### src/tvc_pkg.sv
`timescale 1ns / 1ps

package tvc_pkg;

	// machine modes, as reported on machine_mode
	localparam logic [1:0] MODE_IDLE   = 2'd0;
	localparam logic [1:0] MODE_SALE   = 2'd1;
	localparam logic [1:0] MODE_CANCEL = 2'd2;

	// configuration register indexes
	localparam int unsigned CFG_INDEX_W = 3;
	localparam logic [CFG_INDEX_W-1:0] REG_FARE_ONE   = 3'd0;
	localparam logic [CFG_INDEX_W-1:0] REG_FARE_TWO   = 3'd1;
	localparam logic [CFG_INDEX_W-1:0] REG_FARE_THREE = 3'd2;
	localparam logic [CFG_INDEX_W-1:0] REG_TIMEOUT    = 3'd3;
	localparam logic [CFG_INDEX_W-1:0] REG_BLINK      = 3'd4;
	localparam int unsigned CFG_DATA_W = 16;

	// register reset values
	localparam logic [9:0]  FARE_ONE_RST   = 10'd110;
	localparam logic [9:0]  FARE_TWO_RST   = 10'd120;
	localparam logic [9:0]  FARE_THREE_RST = 10'd125;
	localparam logic [15:0] TIMEOUT_RST    = 16'd6000;
	localparam logic [15:0] BLINK_RST      = 16'd100;

	// section codes in port bits 7..5
	localparam logic [2:0] SEC_CODE_ONE   = 3'b110;
	localparam logic [2:0] SEC_CODE_TWO   = 3'b101;
	localparam logic [2:0] SEC_CODE_THREE = 3'b011;

	localparam logic [1:0] SECTION_ONE   = 2'd1;
	localparam logic [1:0] SECTION_TWO   = 2'd2;
	localparam logic [1:0] SECTION_THREE = 2'd3;

	// one-hot coin codes in port bits 4..0
	localparam logic [4:0] COIN_5   = 5'h01;
	localparam logic [4:0] COIN_10  = 5'h02;
	localparam logic [4:0] COIN_25  = 5'h04;
	localparam logic [4:0] COIN_50  = 5'h08;
	localparam logic [4:0] COIN_100 = 5'h10;

	localparam logic [6:0] CHANGE_MAX = 7'd99;

	typedef struct packed {
		logic [9:0]  fare_one;
		logic [9:0]  fare_two;
		logic [9:0]  fare_three;
		logic [15:0] timeout;
		logic [15:0] blink;
	} cfg_t;

	typedef struct packed {
		logic        issued;
		logic [15:0] ticket_number;
		logic [6:0]  change;
		logic [1:0]  section;
		logic        led;
		logic [1:0]  mode;
	} result_t;

	function automatic logic [1:0] decode_section(input logic [7:0] port);
		logic [1:0] sec;
		unique case (port[7:5])
			SEC_CODE_ONE:   sec = SECTION_ONE;
			SEC_CODE_TWO:   sec = SECTION_TWO;
			SEC_CODE_THREE: sec = SECTION_THREE;
			default:        sec = SECTION_ONE;
		endcase
		return sec;
	endfunction

	// a code that is not one-hot is worth nothing
	function automatic logic [6:0] decode_coin(input logic [7:0] port);
		logic [6:0] val;
		unique case (port[4:0])
			COIN_5:   val = 7'd5;
			COIN_10:  val = 7'd10;
			COIN_25:  val = 7'd25;
			COIN_50:  val = 7'd50;
			COIN_100: val = 7'd100;
			default:  val = 7'd0;
		endcase
		return val;
	endfunction

endpackage

### src/tvc_cfg_regs.sv
`timescale 1ns / 1ps

module tvc_cfg_regs (
	input  logic                              clk,
	input  logic                              arst_n,
	input  logic                              cfg_valid,
	output logic                              cfg_ready,
	input  logic [tvc_pkg::CFG_INDEX_W-1:0]   cfg_index,
	input  logic [tvc_pkg::CFG_DATA_W-1:0]    cfg_data,
	output tvc_pkg::cfg_t                     cfg
);

	tvc_pkg::cfg_t cfg_q;

	assign cfg_ready = 1'b1;
	assign cfg       = cfg_q;

	always_ff @(posedge clk or negedge arst_n) begin
		if (!arst_n) begin
			cfg_q.fare_one   <= tvc_pkg::FARE_ONE_RST;
			cfg_q.fare_two   <= tvc_pkg::FARE_TWO_RST;
			cfg_q.fare_three <= tvc_pkg::FARE_THREE_RST;
			cfg_q.timeout    <= tvc_pkg::TIMEOUT_RST;
			cfg_q.blink      <= tvc_pkg::BLINK_RST;
		end else if (cfg_valid) begin
			unique case (cfg_index)
				tvc_pkg::REG_FARE_ONE:   cfg_q.fare_one   <= cfg_data[9:0];
				tvc_pkg::REG_FARE_TWO:   cfg_q.fare_two   <= cfg_data[9:0];
				tvc_pkg::REG_FARE_THREE: cfg_q.fare_three <= cfg_data[9:0];
				tvc_pkg::REG_TIMEOUT:    cfg_q.timeout    <= cfg_data;
				tvc_pkg::REG_BLINK:      cfg_q.blink      <= cfg_data;
				default: ; // unmapped index, dropped
			endcase
		end
	end

endmodule

### src/tvc_core.sv
`timescale 1ns / 1ps

module tvc_core (
	input  logic             clk,
	input  logic             arst_n,
	input  logic             step,
	input  logic             sale_request,
	input  logic             coin_inserted,
	input  logic [7:0]       port_value,
	input  logic             restock_button,
	input  tvc_pkg::cfg_t    cfg,
	output tvc_pkg::result_t res
);

	logic [1:0]  mode_q,     mode_d;
	logic [1:0]  section_q,  section_d;
	logic [10:0] money_q,    money_d;
	logic [15:0] timer_q,    timer_d;
	logic [15:0] count_q,    count_d;
	logic        led_q,      led_d;
	logic        sale_pend_q, sale_pend_d;
	logic        coin_pend_q, coin_pend_d;

	logic        issued;
	logic [6:0]  change;
	logic [15:0] timer_inc;
	logic [9:0]  fare;
	logic [10:0] money_sum;
	logic [10:0] diff;

	assign timer_inc = timer_q + 16'd1;
	assign money_sum = money_q + {4'd0, tvc_pkg::decode_coin(port_value)};
	assign diff      = money_sum - {1'b0, fare};

	always_comb begin
		unique case (section_q)
			tvc_pkg::SECTION_TWO:   fare = cfg.fare_two;
			tvc_pkg::SECTION_THREE: fare = cfg.fare_three;
			default:                fare = cfg.fare_one;
		endcase
	end

	always_comb begin
		mode_d      = mode_q;
		section_d   = section_q;
		money_d     = money_q;
		timer_d     = timer_q;
		count_d     = count_q;
		led_d       = led_q;
		sale_pend_d = sale_pend_q | sale_request;
		coin_pend_d = coin_pend_q | coin_inserted;
		issued      = 1'b0;
		change      = 7'd0;
		unique case (mode_q)
			tvc_pkg::MODE_SALE: begin
				timer_d = timer_inc;
				if (timer_inc == cfg.timeout) begin
					money_d = 11'd0;
					mode_d  = tvc_pkg::MODE_CANCEL;
					timer_d = 16'd0;
				end else if (coin_pend_d) begin
					coin_pend_d = 1'b0;
					money_d     = money_sum;
					if (money_sum >= {1'b0, fare}) begin
						count_d = count_q + 16'd1;
						led_d   = 1'b1;
						mode_d  = tvc_pkg::MODE_IDLE;
						issued  = 1'b1;
						change  = (diff > {4'd0, tvc_pkg::CHANGE_MAX}) ?
							tvc_pkg::CHANGE_MAX : diff[6:0];
					end
				end
			end
			tvc_pkg::MODE_CANCEL: begin
				timer_d = timer_inc;
				if (!restock_button) begin
					mode_d = tvc_pkg::MODE_IDLE;
					led_d  = 1'b1;
				end else if (timer_inc == cfg.blink) begin
					timer_d = 16'd0;
					led_d   = ~led_q;
				end
			end
			default: begin
				// idle
				if (sale_pend_d) begin
					sale_pend_d = 1'b0;
					led_d       = 1'b0;
					section_d   = tvc_pkg::decode_section(port_value);
					mode_d      = tvc_pkg::MODE_SALE;
					money_d     = 11'd0;
					timer_d     = 16'd0;
				end
			end
		endcase
	end

	always_ff @(posedge clk or negedge arst_n) begin
		if (!arst_n) begin
			mode_q      <= tvc_pkg::MODE_IDLE;
			section_q   <= tvc_pkg::SECTION_ONE;
			money_q     <= 11'd0;
			timer_q     <= 16'd0;
			count_q     <= 16'd0;
			led_q       <= 1'b1;
			sale_pend_q <= 1'b0;
			coin_pend_q <= 1'b0;
		end else if (step) begin
			mode_q      <= mode_d;
			section_q   <= section_d;
			money_q     <= money_d;
			timer_q     <= timer_d;
			count_q     <= count_d;
			led_q       <= led_d;
			sale_pend_q <= sale_pend_d;
			coin_pend_q <= coin_pend_d;
		end
	end

	// result carries the values after this tick's update
	assign res.issued        = issued;
	assign res.ticket_number = count_d;
	assign res.change        = change;
	assign res.section       = section_d;
	assign res.led           = led_d;
	assign res.mode          = mode_d;

endmodule

### src/ticket_vending_controller.sv
`timescale 1ns / 1ps

// Ticket vending controller: one input word per 100 ms tick, one result word back.
// Input channel: in_valid/in_stall carry sale_request, coin_inserted, port_value
//   (section code in bits 7..5, one-hot coin in bits 4..0) and restock_button
//   (active low). A word is taken when in_valid is high and in_stall is low.
// Output channel: out_valid/out_stall carry ticket_issued, ticket_number,
//   change_cents, selected_section, led_pin (0 = lit) and machine_mode.
// Config channel: cfg_valid/cfg_ready with cfg_index 0..4 (fares one to three,
//   sale timeout, blink period); cfg_ready is always high, other indexes dropped.
//   Write it only while no word is in flight.
// Path: an accepted word goes into the input register, then through the mode
//   update into the result register. Throughput: one word per cycle while
//   out_stall is low, set by the combinational state update between those two registers.
// Stalls: a held result keeps its word on the output; the input register
//   still takes a word while the result register is empty or draining, so
//   in_stall only rises when both registers are full and out_stall is high.
// Reset (arst_n low): mode idle, section one, LED off, counters and pending
//   flags clear, registers back to their default fares and periods.

module ticket_vending_controller (
	input  logic                            clk,
	input  logic                            arst_n,
	// input channel
	input  logic                            in_valid,
	output logic                            in_stall,
	input  logic                            sale_request,
	input  logic                            coin_inserted,
	input  logic [7:0]                      port_value,
	input  logic                            restock_button,
	// output channel
	output logic                            out_valid,
	input  logic                            out_stall,
	output logic                            ticket_issued,
	output logic [15:0]                     ticket_number,
	output logic [6:0]                      change_cents,
	output logic [1:0]                      selected_section,
	output logic                            led_pin,
	output logic [1:0]                      machine_mode,
	// config channel
	input  logic                            cfg_valid,
	output logic                            cfg_ready,
	input  logic [tvc_pkg::CFG_INDEX_W-1:0] cfg_index,
	input  logic [tvc_pkg::CFG_DATA_W-1:0]  cfg_data
);

	tvc_pkg::cfg_t    cfg;
	tvc_pkg::result_t res;
	tvc_pkg::result_t res_q;

	// input register
	logic       valid_s1;
	logic       sale_s1;
	logic       coin_s1;
	logic [7:0] port_s1;
	logic       restock_s1;

	logic       out_valid_q;
	logic       advance;
	logic       step;

	// result register can take a word when empty or being drained
	assign advance  = !out_valid_q || !out_stall;
	assign in_stall = valid_s1 && !advance;
	assign step     = valid_s1 && advance;

	always_ff @(posedge clk or negedge arst_n) begin
		if (!arst_n) begin
			valid_s1 <= 1'b0;
		end else if (!in_stall) begin
			valid_s1 <= in_valid;
		end
	end

	always_ff @(posedge clk) begin
		if (in_valid && !in_stall) begin
			sale_s1    <= sale_request;
			coin_s1    <= coin_inserted;
			port_s1    <= port_value;
			restock_s1 <= restock_button;
		end
	end

	tvc_cfg_regs u_cfg (
		.clk       (clk),
		.arst_n    (arst_n),
		.cfg_valid (cfg_valid),
		.cfg_ready (cfg_ready),
		.cfg_index (cfg_index),
		.cfg_data  (cfg_data),
		.cfg       (cfg)
	);

	// mode machine; its state moves only when a word goes to the result register
	tvc_core u_core (
		.clk            (clk),
		.arst_n         (arst_n),
		.step           (step),
		.sale_request   (sale_s1),
		.coin_inserted  (coin_s1),
		.port_value     (port_s1),
		.restock_button (restock_s1),
		.cfg            (cfg),
		.res            (res)
	);

	// result register
	always_ff @(posedge clk or negedge arst_n) begin
		if (!arst_n) begin
			out_valid_q <= 1'b0;
		end else if (advance) begin
			out_valid_q <= valid_s1;
		end
	end

	always_ff @(posedge clk) begin
		if (step) begin
			res_q <= res;
		end
	end

	assign out_valid        = out_valid_q;
	assign ticket_issued    = res_q.issued;
	assign ticket_number    = res_q.ticket_number;
	assign change_cents     = res_q.change;
	assign selected_section = res_q.section;
	assign led_pin          = res_q.led;
	assign machine_mode     = res_q.mode;

endmodule

### config.mk
export PLATFORM = sky130hd
export DESIGN_NAME = ticket_vending_controller
export DESIGN_NICKNAME = d
export VERILOG_FILES = /design/src/tvc_pkg.sv /design/src/tvc_cfg_regs.sv /design/src/tvc_core.sv /design/src/ticket_vending_controller.sv
export SDC_FILE = /design/constraint.sdc
export NUM_CORES = 1
export LEC_CHECK = 0
export CAP_MARGIN = 10
export CORE_UTILIZATION = 60
export DETAILED_ROUTE_END_ITERATION = 7
export DONT_BUFFER_PORTS = 1
export GPL_ROUTABILITY_DRIVEN = 0
export GPL_TIMING_DRIVEN = 0
export PLACE_DENSITY = 0.74
export SLEW_MARGIN = 20
export SYNTH_ARGS = -nofsm -noshare
export SYNTH_HDL_FRONTEND = slang
export SYNTH_SLANG_ARGS = --single-unit
export TNS_END_PERCENT = 100
### constraint.sdc
create_clock -name clk -period 9.1 [get_ports clk]
set_input_delay 1.82 -clock clk [delete_from_list [all_inputs] [get_ports clk]]
set_output_delay 1.82 -clock clk [all_outputs]
set_load 0.05 [all_outputs]
==> impl_metrics.py <==
metrics = {
    "global_routing": {
        "grt_antenna_before_repair": 0,
        "grt_pass1_wl_um": 33040,
        "grt_start_max_net_pins": 115,
        "grt_use_total_pct": 28.83,
        "grt_pass1_vias": 6501,
        "grt.overflow.total": 0,
    },
    "clocking": {
        "root_buffer": "clkbuf_16",
        "cts_buffer_depth": 2,
        "tritoncts": "built",
        "cts_buffers": 17,
        "path_clk_slew_ns": 0.06,
        "cts_resized": 0,
        "cts_setup_buffers": 0,
        "clkSinkCount": 154,
        "hold_buffers": 0,
        "cts_max_level": 4,
        "insertion_delay_ns": 0.43,
    },
    "setup_path": {
        "worstSetupPathType": "flip-flop to flip-flop",
        "end_kind": "flip-flop",
        "cp_max_fo": 9,
        "start_kind": "flip-flop",
        "cp_data_required_time_ns": 9.28,
        "arrival_ns": 5.61,
    },
    "timing": {
        "maxSlewViolCount": 0,
        "slew_headroom_pct": 40.03,
        "period_needed_ns": 5.429,
        "finalSetupViolCount": 0,
        "clock.fmax_mhz": 184.2,
        "setup_tns_ns": 0,
        "rsz0062_at_grt": "false",
        "post-route-period-util_pct": 59.66,
        "whs_ns": 0.4855,
        "layout_setup_ws_ns": 3.671,
        "worst-slew-pin-transition_ns": 0.8962,
        "hold_violations": 0,
        "fin_skew_ns": 0.008040,
    },
    "logic_synthesis": {
        "syn_inst": 822,
        "avgSynthCellArea_um2": 10.65,
        "ys.flop_type": "dfrtp_1",
        "netlist_area_um2": 8751,
        "yosys_warnings": 0,
        "synth_seq_cells": 154,
        "seq_area_frac_synth_pct": 46.71,
        "synth_nets": 880,
        "yosysUniqueCellTypes": 72,
        "async_flop_share_pct": 74.03,
        "synth-edff-count": 40,
    },
    "drt": {
        "dr.pass1.iters": 5,
        "vias": 6560,
        "drtIter0Drc": 685,
        "detail_route.vias_per_cell": 6.338,
        "drc": 0,
        "wire_per_inst_um": 19.46,
        "ant_nets": 0,
        "routed_wirelength_um": 20150,
    },
    "placed_design": {
        "dp.cells": 1003,
        "port_buffers": 0,
        "dpl_worst_slack_ns": 3.818,
        "hpwl_um": 14310,
    },
    "cells_and_area": {
        "seq_area_um2": 4088,
        "multi_input_area_um2": 4345,
        "n_fill_cell": 1064,
        "drive_gt1_share_pct": 17.78,
        "nets": 900,
        "stdcell_count": 1035,
        "post-route-util_pct": 68.10,
        "syn_to_final_growth_pct": 9.279,
        "antennaDiodeCount": 0,
    },
    "floorplan": {
        "coreArea_um2": 14040,
        "die_x_um": 122.8,
        "pin_count": 67,
        "die_y_um": 122.8,
        "num_rows": 43,
        "start_util_pct": 62.32,
        "die-area_um2": 15070,
    },
    "pwr": {
        "power.leakage_nw": 4.016,
        "peakVddDrop_v": 0.0001565,
        "power_density_nw_per_um2": 249.4,
    },
    "run_status": {
        "status": "completed",
    },
    "run": {
        "max_cap_violations": 0,
    },
    "worst_hold_path": {
        "hp-class": "flip-flop to flip-flop",
    },
}
[cells in the mapped netlist, drive strengths merged (26+ instances only)]
cell    instances  share of area [%]
xnor2          47                4.7
nand2          71                3.0
edfxtp         40                 14
clkbuf         26                1.1
dfrtp          87                 25
dfstp          27                8.1
nor2           32                1.4
nor3           32                1.8
mux2           65                8.4
xor2           35                3.5
inv            30                1.3
nand3          28                1.6
[metrics by stage]
step | area (um^2) | power [mW]
6_report | 9563 | 2.385
5_1_grt | 9563 | 2.504
4_1_cts | 9558 | 2.380
3_5_place_dp | 8997 | 1.691
3_3_place_gp | 8976 | 1.654
2_1_floorplan | 8751 | 1.504
[final cells by class]
type                            instances  share of cell area (%)
Timing Repair Buffer                    1                  0.2093
Tap cell                              180                   2.355
Clock inverter                         12                   1.295
Sequential cell                       154                   42.74
Inverter                               30                   1.178
Buffer                                 47                   2.211
Multi-Input combinational cell        591                   45.44
Clock buffer                           20                   4.566
[placed cells by master (no fill, tap or decap), drive strengths merged, types with 12 or more instances in the layout]
cell    instances
clkbuf         46
mux2           65
nor4           19
nor3           32
dfrtp          87
dfstp          27
xnor2          47
buf            22
inv            31
ha             21
xor2           35
o21ai          25
nand2          71
nand3          28
o211ai         12
and2           13
a21oi          25
edfxtp         40
nor2           32
[registers in the layout (all words and copies together), names as in the netlist, 2 cells and up]
| signal | cells |
|---|---|
| change_cents | 7 |
| machine_mode | 2 |
| port_s1 | 8 |
| selected_section | 2 |
| ticket_number | 16 |
| u_cfg.cfg | 62 |
| u_core.count_q | 16 |
| u_core.mode_q | 2 |
| u_core.money_q | 11 |
| u_core.section_q | 2 |
| u_core.timer_q | 16 |
[worst max-delay path, cell delays in order, from the launching register on]
cell and delay, ns:
edfxtp_1 0.36, clkbuf_1 0.20, xnor2_1 0.16, or4_1 0.46
inv_1 0.08, ha_1 0.22, a21o_1 0.19, a21oi_1 0.24
o21bai_1 0.10, a21oi_1 0.27, o21bai_1 0.16, a21oi_1 0.25
xnor2_1 0.10, ha_1 0.36, nand2_1 0.08, a311oi_1 0.26
o21ai_0 0.15, a41o_1 0.25, clkbuf_1 0.23, inv_1 0.26
nand2_1 0.25, inv_1 0.21, mux2_2 0.35
[routing by layer]
| layer | global-route usage [%] | share of wire (%) | wire [um] | vias up |
|---|---|---|---|---|
| li1 | - | - | - | 3030 |
| met3 | 6.599 | 5.5 | 1101 | 48 |
| met2 | 47.12 | 49 | 9814 | 241 |
| met5 | 0 | 0 | 0 | - |
| met1 | 37.13 | 43 | 8715 | 3241 |
| met4 | 11.28 | 2.6 | 515 | 0 |
[report_power, final]
part | total, mW | switching (mW) | internal [mW]
Clock | 0.686 | 0.285 | 0.401
Combinational | 0.724 | 0.423 | 0.301
Sequential | 0.975 | 0.131 | 0.844
[final timing paths]
kind                                    start                 end  slack (ns)  cells after the start
min in group asynchronous              arst_n       u_cfg.cfg[31]        1.08                      0
setup reg to reg                   port_s1[3]    ticket_number[1]        3.67                     22
hold / removal             u_core.count_q[15]  u_core.count_q[15]        0.49                      1
hold reg to reg            u_core.count_q[15]  u_core.count_q[15]        0.49                      1
max in group asynchronous              arst_n       u_cfg.cfg[26]        7.76                      0
setup / recovery                   port_s1[3]    ticket_number[1]        3.67                     22
[cell families after synthesis]
logic type | Yosys count | synth area share, %
AND/OR/NAND/NOR | 264 | 15.78
adder cells (fa/ha/maj) | 23 | 3.460
XOR/XNOR | 85 | 8.979
other | 1 | 0.04285
flip-flops | 154 | 46.71
buffers and inverters | 77 | 3.689
multiplexers | 76 | 9.623
AO/OA/AOI/OAI | 142 | 11.71
No activity file was read; power rests on OpenSTA's default activity.
